### src/rtl/rtp_receive_ssrc_filter_core_assert.svh
// ----------------------------------------------------------------------------
// RTP receive SSRC filter assertion macros
// Concurrent assertion shorthands used by the filter core.
// ----------------------------------------------------------------------------
`ifndef RTP_RECEIVE_SSRC_FILTER_CORE_ASSERT_SVH
`define RTP_RECEIVE_SSRC_FILTER_CORE_ASSERT_SVH

// Same-cycle implication, disabled while reset is active.
`define RRSF_ASSERT_IMPLIES(name, clk, rst_n, ante, cons, msg) \
  name: assert property (@(posedge clk) disable iff (!rst_n) (ante) |-> (cons)) \
    else $error(msg);

// Next-cycle implication, disabled while reset is active.
`define RRSF_ASSERT_NEXT(name, clk, rst_n, ante, cons, msg) \
  name: assert property (@(posedge clk) disable iff (!rst_n) (ante) |=> (cons)) \
    else $error(msg);

`endif

### src/rtl/rrsf_pkg.sv
// ----------------------------------------------------------------------------
// RTP receive SSRC filter package
// Types, codes and constants shared by the filter modules.
// ----------------------------------------------------------------------------
package rrsf_pkg;

  localparam int unsigned MISMATCH_LIMIT_DEF = 8;
  localparam int unsigned QUEUE_DEPTH_DEF    = 2;

  localparam logic [7:0]  VERSION_MASK   = 8'hC0;
  localparam logic [7:0]  VERSION_RTP    = 8'h80;
  localparam logic [7:0]  PAD_MASK       = 8'h20;
  localparam logic [18:0] BASE_HDR_BYTES = 19'd12;
  localparam logic [18:0] EXT_HDR_BYTES  = 19'd4;
  localparam logic [3:0]  MISMATCH_MAX   = 4'hF;
  localparam logic [15:0] SEQ_HIGH_MARK  = 16'hC000;
  localparam logic [15:0] SEQ_LOW_MARK   = 16'h4000;

  typedef enum logic [1:0] {
    ACT_DROP_HDR  = 2'd0,
    ACT_DROP_SSRC = 2'd1,
    ACT_DELIVER   = 2'd2,
    ACT_RTCP      = 2'd3
  } action_e;

  typedef enum logic [1:0] {
    REG_DEST_IP    = 2'd0,
    REG_DEST_PORT  = 2'd1,
    REG_TYPES_LOW  = 2'd2,
    REG_TYPES_HIGH = 2'd3
  } cfg_reg_e;

  typedef enum logic {
    CMD_RTP  = 1'b0,
    CMD_RTCP = 1'b1
  } cmd_e;

  typedef struct packed {
    logic        cmd;
    logic [7:0]  first_byte;
    logic [7:0]  second_byte;
    logic [15:0] seq_num;
    logic [31:0] sync_source;
    logic [15:0] packet_length;
    logic [7:0]  last_byte;
    logic [15:0] ext_words;
    logic [31:0] src_ip;
    logic [15:0] src_port;
  } in_item_t;

  typedef struct packed {
    logic [1:0]  action;
    logic [6:0]  payload_type;
    logic [7:0]  header_byte_out;
    logic [18:0] payload_offset;
    logic [15:0] payload_length;
    logic [15:0] content_length;
    logic [31:0] locked_source;
    logic [15:0] highest_seq;
    logic [15:0] seq_cycles;
  } out_item_t;

  typedef struct packed {
    logic [31:0] dest_ip;
    logic [15:0] dest_port;
    logic [63:0] types_low;
    logic [63:0] types_high;
  } cfg_t;

  typedef struct packed {
    action_e     action;
    logic        check;
    logic [6:0]  payload_type;
    logic [7:0]  header_byte;
    logic [18:0] payload_offset;
    logic [15:0] payload_length;
    logic [15:0] content_length;
    logic [31:0] sync_source;
    logic [15:0] seq_num;
    logic        ip_match;
    logic        port_match;
  } entry_t;

  typedef struct packed {
    logic full;
    logic empty;
  } fifo_status_t;

endpackage

### src/rtl/rrsf_front.sv
// ----------------------------------------------------------------------------
// RTP receive SSRC filter front end
// Parses one packet header and classifies it for the lock stage.
// ----------------------------------------------------------------------------
module rrsf_front import rrsf_pkg::*; (
  input  in_item_t in_data_i,
  input  cfg_t     cfg_i,
  output entry_t   entry_o
);

  always_comb begin
    logic [1:0]  pad;
    logic [15:0] clen;
    logic [18:0] off;
    logic [18:0] diff;
    logic [6:0]  pt;
    logic        type_ok;
    entry_t      e;

    e      = '0;
    pad    = 2'd0;
    pt     = in_data_i.second_byte[6:0];
    if (in_data_i.first_byte[5] && (in_data_i.last_byte[7:2] == 6'd0)) begin
      pad = in_data_i.last_byte[1:0];
    end
    clen = (in_data_i.packet_length >= {14'd0, pad}) ?
           (in_data_i.packet_length - {14'd0, pad}) : 16'd0;
    off  = BASE_HDR_BYTES + {13'd0, in_data_i.first_byte[3:0], 2'b00};
    if (in_data_i.first_byte[4]) begin
      off = off + {1'b0, in_data_i.ext_words, 2'b00} + EXT_HDR_BYTES;
    end
    diff    = {3'd0, clen} - off;
    type_ok = pt[6] ? cfg_i.types_high[pt[5:0]] : cfg_i.types_low[pt[5:0]];

    e.sync_source = in_data_i.sync_source;
    e.seq_num     = in_data_i.seq_num;
    e.ip_match    = (in_data_i.src_ip == cfg_i.dest_ip);
    e.port_match  = (in_data_i.src_port == cfg_i.dest_port);

    if (in_data_i.cmd == CMD_RTCP) begin
      e.action = ACT_RTCP;
    end else if ((in_data_i.first_byte & VERSION_MASK) != VERSION_RTP) begin
      e.action      = ACT_DROP_HDR;
      e.header_byte = in_data_i.first_byte;
    end else begin
      e.action         = ACT_DROP_HDR;
      e.check          = type_ok;
      e.payload_type   = pt;
      e.header_byte    = in_data_i.first_byte & ~PAD_MASK;
      e.payload_offset = off;
      e.content_length = clen;
      e.payload_length = ({3'd0, clen} >= off) ? diff[15:0] : 16'd0;
    end
    entry_o = e;
  end

endmodule

### src/rtl/rrsf_fifo.sv
// ----------------------------------------------------------------------------
// RTP receive SSRC filter queue
// Short first-in first-out queue between the front end and the lock stage.
// ----------------------------------------------------------------------------
module rrsf_fifo import rrsf_pkg::*; #(
  parameter int unsigned DEPTH = QUEUE_DEPTH_DEF
) (
  input  logic         clk_i,
  input  logic         rst_ni,
  input  logic         push_i,
  input  entry_t       push_data_i,
  input  logic         pop_i,
  output entry_t       pop_data_o,
  output fifo_status_t status_o
);

  localparam int unsigned PTR_W = $clog2(DEPTH);
  localparam int unsigned CNT_W = $clog2(DEPTH + 1);
  localparam logic [PTR_W-1:0] LAST_PTR = PTR_W'(DEPTH - 1);
  localparam logic [CNT_W-1:0] FULL_CNT = CNT_W'(DEPTH);

  entry_t           mem_q [DEPTH];
  logic [PTR_W-1:0] wr_ptr_q, wr_ptr_d;
  logic [PTR_W-1:0] rd_ptr_q, rd_ptr_d;
  logic [CNT_W-1:0] count_q, count_d;
  logic             do_push, do_pop;

  assign status_o.full  = (count_q == FULL_CNT);
  assign status_o.empty = (count_q == '0);
  assign do_push        = push_i && !status_o.full;
  assign do_pop         = pop_i && !status_o.empty;
  assign pop_data_o     = mem_q[rd_ptr_q];

  always_comb begin
    wr_ptr_d = wr_ptr_q;
    rd_ptr_d = rd_ptr_q;
    count_d  = count_q;
    if (do_push) begin
      wr_ptr_d = (wr_ptr_q == LAST_PTR) ? '0 : wr_ptr_q + 1'b1;
    end
    if (do_pop) begin
      rd_ptr_d = (rd_ptr_q == LAST_PTR) ? '0 : rd_ptr_q + 1'b1;
    end
    if (do_push && !do_pop) begin
      count_d = count_q + 1'b1;
    end else if (do_pop && !do_push) begin
      count_d = count_q - 1'b1;
    end
  end

  always_ff @(posedge clk_i or negedge rst_ni) begin
    if (!rst_ni) begin
      wr_ptr_q <= '0;
      rd_ptr_q <= '0;
      count_q  <= '0;
    end else begin
      wr_ptr_q <= wr_ptr_d;
      rd_ptr_q <= rd_ptr_d;
      count_q  <= count_d;
    end
  end

  always_ff @(posedge clk_i) begin
    if (do_push) begin
      mem_q[wr_ptr_q] <= push_data_i;
    end
  end

endmodule

### src/rtl/rrsf_back.sv
// ----------------------------------------------------------------------------
// RTP receive SSRC filter lock stage
// Applies the SSRC lock and sequence tracking and holds the result register.
// ----------------------------------------------------------------------------
module rrsf_back import rrsf_pkg::*; #(
  parameter int unsigned MISMATCH_LIMIT = MISMATCH_LIMIT_DEF
) (
  input  logic      clk_i,
  input  logic      rst_ni,
  input  entry_t    entry_i,
  input  logic      entry_valid_i,
  output logic      pop_o,
  output logic      out_valid_o,
  input  logic      out_stall_i,
  output out_item_t out_data_o
);

  localparam logic [3:0] LIMIT = 4'(MISMATCH_LIMIT);

  logic [31:0] pref_source_q, pref_source_d;
  logic        pref_valid_q, pref_valid_d;
  logic [3:0]  mismatch_q, mismatch_d;
  logic [31:0] ip_only_q, ip_only_d;
  logic        ip_only_valid_q, ip_only_valid_d;
  logic [31:0] other_q, other_d;
  logic        other_valid_q, other_valid_d;
  logic [31:0] tracked_q, tracked_d;
  logic [15:0] max_seq_q, max_seq_d;
  logic [15:0] wrap_q, wrap_d;
  logic        out_valid_q;
  out_item_t   out_data_q, out_data_d;

  assign pop_o       = entry_valid_i && (!out_valid_q || !out_stall_i);
  assign out_valid_o = out_valid_q;
  assign out_data_o  = out_data_q;

  always_comb begin
    logic [15:0] ms;
    logic [15:0] wc;
    action_e     act;

    pref_source_d   = pref_source_q;
    pref_valid_d    = pref_valid_q;
    mismatch_d      = mismatch_q;
    ip_only_d       = ip_only_q;
    ip_only_valid_d = ip_only_valid_q;
    other_d         = other_q;
    other_valid_d   = other_valid_q;
    tracked_d       = tracked_q;
    max_seq_d       = max_seq_q;
    wrap_d          = wrap_q;
    act             = entry_i.action;
    ms              = max_seq_q;
    wc              = wrap_q;

    if (entry_i.check) begin
      if (!pref_valid_q) begin
        pref_source_d   = entry_i.sync_source;
        pref_valid_d    = 1'b1;
        mismatch_d      = 4'd0;
        ip_only_valid_d = 1'b0;
        other_valid_d   = 1'b0;
      end
      if (entry_i.sync_source == pref_source_d) begin
        mismatch_d = 4'd0;
        act        = ACT_DELIVER;
        if (tracked_q != entry_i.sync_source) begin
          ms = entry_i.seq_num - 16'd1;
          wc = 16'd0;
        end
        tracked_d = entry_i.sync_source;
        if (ms < entry_i.seq_num) begin
          ms = entry_i.seq_num;
        end else if ((ms > SEQ_HIGH_MARK) && (entry_i.seq_num < SEQ_LOW_MARK)) begin
          wc = wc + 16'd1;
          ms = entry_i.seq_num;
        end
        max_seq_d = ms;
        wrap_d    = wc;
      end else begin
        act = ACT_DROP_SSRC;
        if (entry_i.ip_match && entry_i.port_match) begin
          pref_source_d   = entry_i.sync_source;
          pref_valid_d    = 1'b1;
          mismatch_d      = 4'd0;
          ip_only_valid_d = 1'b0;
          other_valid_d   = 1'b0;
        end else begin
          if (mismatch_d != MISMATCH_MAX) begin
            mismatch_d = mismatch_d + 4'd1;
          end
          if (entry_i.ip_match) begin
            ip_only_d       = entry_i.sync_source;
            ip_only_valid_d = 1'b1;
          end else begin
            other_d       = entry_i.sync_source;
            other_valid_d = 1'b1;
          end
          if (mismatch_d >= LIMIT) begin
            pref_source_d   = ip_only_valid_d ? ip_only_d : other_d;
            pref_valid_d    = 1'b1;
            mismatch_d      = 4'd0;
            ip_only_valid_d = 1'b0;
            other_valid_d   = 1'b0;
          end
        end
      end
    end

    out_data_d.action          = act;
    out_data_d.payload_type    = entry_i.payload_type;
    out_data_d.header_byte_out = entry_i.header_byte;
    out_data_d.payload_offset  = entry_i.payload_offset;
    out_data_d.payload_length  = entry_i.payload_length;
    out_data_d.content_length  = entry_i.content_length;
    out_data_d.locked_source   = pref_source_d;
    out_data_d.highest_seq     = max_seq_d;
    out_data_d.seq_cycles      = wrap_d;
  end

  always_ff @(posedge clk_i or negedge rst_ni) begin
    if (!rst_ni) begin
      pref_source_q   <= '0;
      pref_valid_q    <= 1'b0;
      mismatch_q      <= '0;
      ip_only_q       <= '0;
      ip_only_valid_q <= 1'b0;
      other_q         <= '0;
      other_valid_q   <= 1'b0;
      tracked_q       <= '0;
      max_seq_q       <= '0;
      wrap_q          <= '0;
      out_valid_q     <= 1'b0;
    end else begin
      if (pop_o) begin
        pref_source_q   <= pref_source_d;
        pref_valid_q    <= pref_valid_d;
        mismatch_q      <= mismatch_d;
        ip_only_q       <= ip_only_d;
        ip_only_valid_q <= ip_only_valid_d;
        other_q         <= other_d;
        other_valid_q   <= other_valid_d;
        tracked_q       <= tracked_d;
        max_seq_q       <= max_seq_d;
        wrap_q          <= wrap_d;
        out_valid_q     <= 1'b1;
      end else if (!out_stall_i) begin
        out_valid_q <= 1'b0;
      end
    end
  end

  always_ff @(posedge clk_i) begin
    if (pop_o) begin
      out_data_q <= out_data_d;
    end
  end

endmodule

### src/rtl/rtp_receive_ssrc_filter_core.sv
// ----------------------------------------------------------------------------
// RTP receive SSRC filter core
// Checks RTP headers, locates the payload and locks onto one SSRC.
// ----------------------------------------------------------------------------
// One packet header enters per transfer on the input channel (in_valid_i,
// in_stall_o, in_data_i) and yields exactly one result transfer on the output
// channel (out_valid_o, out_stall_i, out_data_o), in order.
// The front end parses and classifies a header in the cycle it is taken and
// writes it into a short queue. The lock stage takes one queue entry per
// cycle unless the result register is held by a stalled receiver, updates
// the SSRC lock and sequence state, and loads the result register. A result
// passes through the queue and the result register before it is offered,
// and a new header can be taken every cycle while the queue is not full.
// Once the queue is full, in_stall_o rises until the receiver takes a result.
// Configuration writes (cfg_valid_i, cfg_ready_o, cfg_index_i, cfg_data_i)
// are always accepted and must only be made while the block is idle.
// Reset clears the configuration registers, the lock and sequence state,
// the queue and the valid flag of the result register.
// ----------------------------------------------------------------------------
`include "rtp_receive_ssrc_filter_core_assert.svh"

module rtp_receive_ssrc_filter_core import rrsf_pkg::*; #(
  parameter int unsigned MISMATCH_LIMIT = MISMATCH_LIMIT_DEF,
  parameter int unsigned QUEUE_DEPTH    = QUEUE_DEPTH_DEF
) (
  input  logic        clk_i,
  input  logic        rst_ni,
  input  logic        in_valid_i,
  output logic        in_stall_o,
  input  in_item_t    in_data_i,
  output logic        out_valid_o,
  input  logic        out_stall_i,
  output out_item_t   out_data_o,
  input  logic        cfg_valid_i,
  output logic        cfg_ready_o,
  input  logic [1:0]  cfg_index_i,
  input  logic [63:0] cfg_data_i
);

  cfg_t         cfg_q;
  entry_t       front_entry;
  entry_t       head_entry;
  fifo_status_t fifo_status;
  logic         pop;

  assign cfg_ready_o = 1'b1;
  assign in_stall_o  = fifo_status.full;

  always_ff @(posedge clk_i or negedge rst_ni) begin
    if (!rst_ni) begin
      cfg_q <= '0;
    end else if (cfg_valid_i && cfg_ready_o) begin
      unique case (cfg_reg_e'(cfg_index_i))
        REG_DEST_IP:    cfg_q.dest_ip    <= cfg_data_i[31:0];
        REG_DEST_PORT:  cfg_q.dest_port  <= cfg_data_i[15:0];
        REG_TYPES_LOW:  cfg_q.types_low  <= cfg_data_i;
        REG_TYPES_HIGH: cfg_q.types_high <= cfg_data_i;
      endcase
    end
  end

  rrsf_front u_front (
    .in_data_i (in_data_i),
    .cfg_i     (cfg_q),
    .entry_o   (front_entry)
  );

  rrsf_fifo #(
    .DEPTH (QUEUE_DEPTH)
  ) u_fifo (
    .clk_i       (clk_i),
    .rst_ni      (rst_ni),
    .push_i      (in_valid_i),
    .push_data_i (front_entry),
    .pop_i       (pop),
    .pop_data_o  (head_entry),
    .status_o    (fifo_status)
  );

  rrsf_back #(
    .MISMATCH_LIMIT (MISMATCH_LIMIT)
  ) u_back (
    .clk_i         (clk_i),
    .rst_ni        (rst_ni),
    .entry_i       (head_entry),
    .entry_valid_i (!fifo_status.empty),
    .pop_o         (pop),
    .out_valid_o   (out_valid_o),
    .out_stall_i   (out_stall_i),
    .out_data_o    (out_data_o)
  );

  `RRSF_ASSERT_NEXT(a_push_fills_queue, clk_i, rst_ni, in_valid_i && !in_stall_o, !fifo_status.empty, "accepted header did not reach the queue")
  `RRSF_ASSERT_NEXT(a_pop_loads_result, clk_i, rst_ni, pop, out_valid_o, "queue entry taken without a result")
  `RRSF_ASSERT_IMPLIES(a_deliver_header_ok, clk_i, rst_ni, out_valid_o && (out_data_o.action == ACT_DELIVER), (out_data_o.header_byte_out[7:6] == 2'b10) && !out_data_o.header_byte_out[5], "delivered packet with bad header byte")

endmodule

### config.mk
export PLATFORM = sky130hd
export DESIGN_NAME = rtp_receive_ssrc_filter_core
export DESIGN_NICKNAME = d
export VERILOG_FILES = /design/src/rtl/rrsf_pkg.sv /design/src/rtl/rrsf_front.sv /design/src/rtl/rrsf_fifo.sv /design/src/rtl/rrsf_back.sv /design/src/rtl/rtp_receive_ssrc_filter_core.sv
export VERILOG_INCLUDE_DIRS = /design/src /design/src/rtl
export SDC_FILE = /design/constraint.sdc
export NUM_CORES = 1
export LEC_CHECK = 0
export BUFFER_PORTS_ARGS = -buffer_cell sky130_fd_sc_hd__buf_2
export CORE_MARGIN = 2
export CORE_UTILIZATION = 60
export DETAILED_ROUTE_END_ITERATION = 6
export PLACE_DENSITY = 0.81
export SLEW_MARGIN = 10
export SYNTH_ARGS = -nofsm -noshare
export SYNTH_HDL_FRONTEND = slang
export SYNTH_SLANG_ARGS = --single-unit
### constraint.sdc
create_clock -name clk_i -period 10.5 [get_ports clk_i]
set_input_delay 1.05 -clock clk_i [delete_from_list [all_inputs] [get_ports clk_i]]
set_output_delay 1.05 -clock clk_i [all_outputs]
set_load 0.01 [all_outputs]
# --- Yosys cells after proc, flatten, opt, wreduce, memory -nomap -nowiden ---
# Memory sizes are Yosys's and may differ from the RTL's.
# Cells that the tools add are included.
# Widths: inputs -> output; s select.
totals:
  mem_bits_rw: 238
  output_inout_bits: 135
  in_bits: 224
  ff_bits: 479
  wordCells: 149
  memories: 1
memory_table:
  columns: ["name", "words", "width", "read_ports", "rd_clocked_by_memory_dff", "wr", "line", "text"]
  rows:
  - ["u_fifo.mem_q", 2, 119, 1, 0, 1, "rrsf_fifo.sv:22", "entry_t mem_q [DEPTH];"]
op_classes:
  reduce_logical: 26
  eq_ne: 11
  n_bitwise: 2
  mux: 64
  n_addsub: 12
  n_lt_le_gt_ge: 7
op_table:
  columns: ["cell", "count"]
  rows:
  - ["$mux 32", 9]
  - ["$mux 16", 16]
  - ["$mux 67", 1]
  - ["$eq 32x32->1", 2]
  - ["$mux 51", 1]
  - ["$mux 4", 9]
  - ["$ne 32x32->1", 1]
  - ["$add 19x18->19", 1]
  - ["$add 19x3->19 const B", 1]
  - ["$ge 16x19->1", 1]
  - ["$mux 19", 1]
  - ["$mux 1", 17]
  - ["$add 16x1->16 const B", 1]
  - ["$eq 16x16->1", 1]
  - ["$ge 16x2->1", 1]
  - ["$gt 16x16->1 const B", 1]
  - ["$lt 16x15->1 const B", 1]
  - ["$lt 16x16->1", 1]
  - ["$sub 16x1->16 const B", 1]
  - ["$sub 16x16->16", 1]
  - ["$sub 16x2->16", 1]
  - ["$bmux 1 s6", 2]
  - ["$mux 2", 6]
  - ["$reduce_and 2->1", 5]
  - ["23 further kinds", 40]

# --- Longest topological paths before layout ---
logic_depth:
  depth_word: 12
  mapped_depth: 27
  mapped_depth_nobuf: 22

# --- Cells and area by module ---
# A second synthesis with hierarchy kept.
hier_totals:
  hier_cells: 2450
  area_unflattened_um2: 33226.9
modules_own_cells:
  columns: ["module", "seq_area_each_um2", "cells_per_inst", "area_per_inst_um2", "n_inst"]
  rows:
  - ["rrsf_back", 7342.0, 1169, 13304.0, 1]
  - ["rrsf_fifo", 7247.0, 389, 8817.2, 1]
  - ["rtp_receive_ssrc_filter_core", 4404.2, 376, 6925.4, 1]
  - ["rrsf_front", 0.0, 516, 4180.3, 1]

# --- Worst setup path after synthesis ---
# Ideal clock, no wire load.
synth_path:
  path_kind: "in2reg"
  from: "in in_valid_i"
  to: "mem u_fifo.mem_q[0][0] (netlist name) (enable)"
  arrival_ps: 5962
  required_ps: 9908
  n_path_buf: 0
  path_slack_ps: 3946
  stages: 2
  setup_time_ps: 592
  cell_sequence: "nand2_1 > nor2_1"
synth_between:
  elab_chain_cells: 3
synth_lines:
  columns: ["item", "line", "text"]
  rows:
  - ["start: declaration", "rtp_receive_ssrc_filter_core.sv:28", "input logic in_valid_i,"]
  - ["$logic_and 1x1->1", "rrsf_fifo.sv:30", "assign do_push = push_i && !status_o.full;"]
  - ["$mux 1", "rrsf_fifo.sv:64", "if (do_push) begin"]
  - ["$mux 1 (not written as such)", "rrsf_fifo.sv:65", "mem_q[wr_ptr_q] <= push_data_i;"]
  - ["end: declaration", "rrsf_fifo.sv:22", null]
# No other way between the ends.

# --- Worst setup path in the final report ---
layout_path:
  from: "reg u_fifo.rd_ptr_q"
  to: "reg u_back.out_data_q, in the netlist u_back.out_data_o[22], data pin"
layout_between:
  elab_chain_cells: 11
  elab_cells_between_ends: 17
  cone_classes: "add/sub: 1; order compare: 3; eq/ne: 2; mux: 9; reduce/logical: 1; memory: 1"
layout_lines:
  columns: ["item", "line", "text"]
  rows:
  - ["start: declaration", "rrsf_fifo.sv:24", "logic [PTR_W-1:0] rd_ptr_q, rd_ptr_d;"]
  - ["start signal: assignment", "rrsf_fifo.sv:58", "rd_ptr_q <= rd_ptr_d;"]
  - ["$mem_v2 2x119 *", null, null]
  - ["$sub 16x1->16 or $ne 32x32->1 (tied branches)", "rrsf_back.sv:68, rrsf_back.sv:67", null]
  - ["$mux 16", "rrsf_back.sv:67", "if (tracked_q != entry_i.sync_source) begin"]
  - ["$mux 16", "rrsf_back.sv:64", "if (entry_i.sync_source == pref_source_d) begin"]
  - ["$mux 16", "rrsf_back.sv:56", "if (entry_i.check) begin"]
  - ["$gt 16x16->1", "rrsf_back.sv:74", "end else if ((ms > SEQ_HIGH_MARK) && (entry_i.seq_num < SEQ_LOW_MARK)) begin"]
  - ["$logic_and 1x1->1", "rrsf_back.sv:74", null]
  - ["$mux 16", "rrsf_back.sv:74", null]
  - ["$mux 16", "rrsf_back.sv:72", "if (ms < entry_i.seq_num) begin"]
  - ["$mux 16", "rrsf_back.sv:64", null]
  - ["$mux 16 *", "rrsf_back.sv:56", null]
  - ["via u_back.max_seq_d[6]", "rrsf_back.sv:28", "logic [15:0] max_seq_q, max_seq_d;"]
  - ["end signal: assignment", "rrsf_back.sv:155", "out_data_q <= out_data_d;"]
  - ["end: declaration", "rrsf_back.sv:31", "out_item_t out_data_q, out_data_d;"]
# Mark *: on every way through the listed nets, which the timed path passes. The rest lies on a longest branch. The select of a mux whose other input is x is not followed.
# A chain may end at the register's enable or synchronous reset.

==> results.yml <==
route:
  ant_nets: 0
  drt_iter0_markers: 1847
  wl_per_cell_um: 22.2
  num_vias: 21300
  wirelength_um: 77900
  drc: 0
  vias_per_cell: 6.07
  drtPass1Iterations: 6
synthesis:
  yosysTopAreaCellShare: 0.336
  synth_largest_area_cell: "edfxtp_1"
  synth.avg_cell_area_um2: 13.3
  ys.flop_type: "edfxtp_1"
  synth.cell_area_um2: 32400
  synthCells: 2430
  synth_edf_count: 362
  ys_seq_elements: 677
  synth_commonest_cells: "362 x edfxtp_1, 354 x mux2_2, 315 x dfrtp_1"
  synth_area_leaders: "edfxtp_1 34%, dfrtp_1 24%, mux2_2 12%, xnor2_1 3.1%, mux4_2 2.9%"
  post-synth-top-count-cell: "edfxtp_1"
  async_flop_share: 0.465
  synth.yosys.warnings: 0
  ys_types: 75
  yosysSeqAreaShare: 0.579
setup_path:
  critPathMaxStageDelay_ns: 1.02
  critical_path_required_ns: 10.86
  critical_path_class: "reg2reg"
  cpLargestDelayFamily: "multiplexers"
  start_kind: "flip-flop"
  cp_cell_sequence: "buf_12 > mux2i_2 > xnor2_1 > nor4_1 > nand4_1 > or2_1 > buf_4 > mux2_2 > ha_1 > a21oi_1 > o21a_1 > o21ai_0 > a21o_1 > or2_2 > nand2_1 > o21ai_0 > mux2_2 > mux2_2"
  arrival_ns: 7.27
  cpMaxStageDelayCell: "dfrtp_4"
  end_kind: "flip-flop"
  cp_common_cell: "mux2_2"
  timing.critical_path.buf_inv: 2
  cp_max_fo: 122
clock_tree:
  numCtsBuffers: 70
  cts_root_buf: "clkbuf_16"
  cts_max_path_buffers: 3
  cts_max_level: 3
  ctsHoldBuffers: 0
  cts.repair.resized: 0
  post-cts-setup-buffers: 0
  cts.sink_count: 677
  clock_latency_ns: 0.61
  clk_pin_slew_ns: 0.06
  cts_tree: "done"
final_layout:
  multi_input_area_um2: 13000
  syn2layout_area_growth_pct: 14.7
  fin_nets: 3029
  fill_cells: 3648
  drive_gt1_frac: 0.333
  seqCellArea_um2: 18800
floorplanning:
  fp.dieArea_um2: 55800
  initial_core_util: 0.604
  rows: 85
  num_io_pins: 359
  die_y_um: 236
  core_um2: 53600
  die_w_um: 236
run_status:
  status: "completed"
timing:
  worstMarginPinSlew_ns: 1.08
  rsz0062_at_grt: "false"
  maxSlewHeadroom: 0.279
  finalCritPeriodShare: 0.658
  fmax_mhz: 145
  finalCriticalPeriod_ns: 6.91
  report.final.hold_viol_count: 0
  whs_ns: 0.401
  fin_skew_ns: 0.0213
  slew_violations: 0
  fin_ws_ns: 3.59
  finalSetupViolations: 0
  tns_ns: 0
power_and_ir_drop:
  p_per_area_nw_per_um2: 262
  power.leakage_nw: 14.6
  vdd_drop_max_uv: 168
place:
  dpl_worst_slack_ns: 3.67
  place_congestion: 0.903
  dp_hpwl_um: 51800
  port_buffers: 354
min_path:
  hp-class: "in2async"
global_routing:
  grt_max_degree: 181
  grt_overflow: 0
  antenna_found_initial: 18
  grt_usage: 0.279
  grt_pass1_wl_um: 121000
  grt_pass1_vias: 22000
flow_run:
  max-cap-violations: 0
cells by family (layout without fill, tap and decap cells):
kind of cell	count (synthesis)	count (layout)	synth area share
other	2	9	0.000232
buffers and inverters	157	539	0.0208
xor gates and xnor gates	170	170	0.0460
DFF	677	677	0.579
AOI/OAI and AO/OA	363	363	0.0678
and+or+nand+nor	532	532	0.0799
adders and majority gates	48	48	0.0189
muxes	481	481	0.187
layer usage:
metal / up-vias / global-route usage / share of wire
met5: - / 0 / 0.0020
met4: 24 / 0.0990 / 0.030
met3: 188 / 0.0692 / 0.075
met2: 825 / 0.462 / 0.49
met1: 10600 / 0.359 / 0.40
li1: 9685 / - / -
flip-flops by register name (all words and copies together), names as in the netlist, 2 cells and up:
register / flops
u_back.out_data_o: 130
u_fifo.mem_q: 232
u_back.mismatch_q: 4
u_back.tracked_q: 32
u_back.ip_only_q: 32
u_fifo.count_q: 2
u_back.pref_source_q: 32
u_back.wrap_q: 16
cfg_q: 176
u_back.max_seq_q: 16
cell usage in the layout (no fill, tap or decap), types with 15 or more instances in the layout:
cell type / count
nand3_1: 26
o22ai_1: 31
clkbuf_16: 71
nor2b_1: 21
buf_2: 353
nor4_1: 32
o21ai_0: 106
mux2i_4: 19
dfrtp_1: 314
xor2_1: 56
ha_1: 45
and2_1: 21
nor2_1: 146
nand4_1: 17
nand2_1: 132
o31ai_1: 17
buf_4: 24
inv_1: 30
xnor2_1: 114
a21oi_1: 108
mux4_2: 42
edfxtp_1: 362
mux2i_1: 56
mux2_2: 354
nor3_1: 63
a21o_1: 15
stage by stage:
step	instance area, um^2	total power, mW	cells	utilization
2_1_floorplan	32400	6.24	2431	-
3_3_place_gp	34800	7.04	3382	0.649
3_5_place_dp	34800	7.18	3382	0.649
4_1_cts	37100	9.76	3509	0.693
5_1_grt	37100	10.2	3512	0.693
6_report	37100	9.73	3515	0.693
layout make-up:
cell class	count	area share
sequential	677	0.505
multi-input combinational	1597	0.350
timing repair buffer	380	0.0539
clock buffer	92	0.0521
tap	696	0.0234
clock inverter	35	0.0117
inverter	32	0.00337
antenna	6	0.000404
report_power, final:
group	switching, mW	internal, mW	total, mW
Sequential	0.416	3.67	4.09
Combinational	1.74	1.36	3.10
Clock	1.06	1.49	2.55
Total	3.22	6.52	9.73
path summary, 6_finish.rpt:
path	from	end	slack, ns	depth (start not counted)
setup / recovery	u_fifo.rd_ptr_q$_DFFE_PN0P_	u_back.out_data_o[22]$_DFFE_PP_	3.59	18
hold / removal	rst_ni	u_back.pref_source_q[15]$_DFFE_PN0P_	0.40	1
setup reg to reg	u_fifo.rd_ptr_q$_DFFE_PN0P_	u_back.out_data_o[22]$_DFFE_PP_	3.59	18
hold reg to reg	u_back.out_valid_o$_DFFE_PN0P_	u_back.out_valid_o$_DFFE_PN0P_	0.48	2
max in group asynchronous	rst_ni	cfg_q[134]$_DFFE_PN0P_	7.90	3
min in group clk_i	u_back.out_valid_o$_DFFE_PN0P_	u_back.out_valid_o$_DFFE_PN0P_	0.48	2
worst register-to-register path: cells and delay by family, from the launching register on:
family | cells | cell delay (ns)
AO/OA/AOI/OAI | 5 | 1.43
adder cells (fa/ha/maj) | 1 | 0.30
multiplexers | 4 | 1.63
XOR/XNOR | 1 | 0.12
flip-flops | 1 | 1.02
AND/OR/NAND/NOR | 5 | 1.25
buffers and inverters | 2 | 0.91
Note: power is estimated with default switching activity, not from simulation.
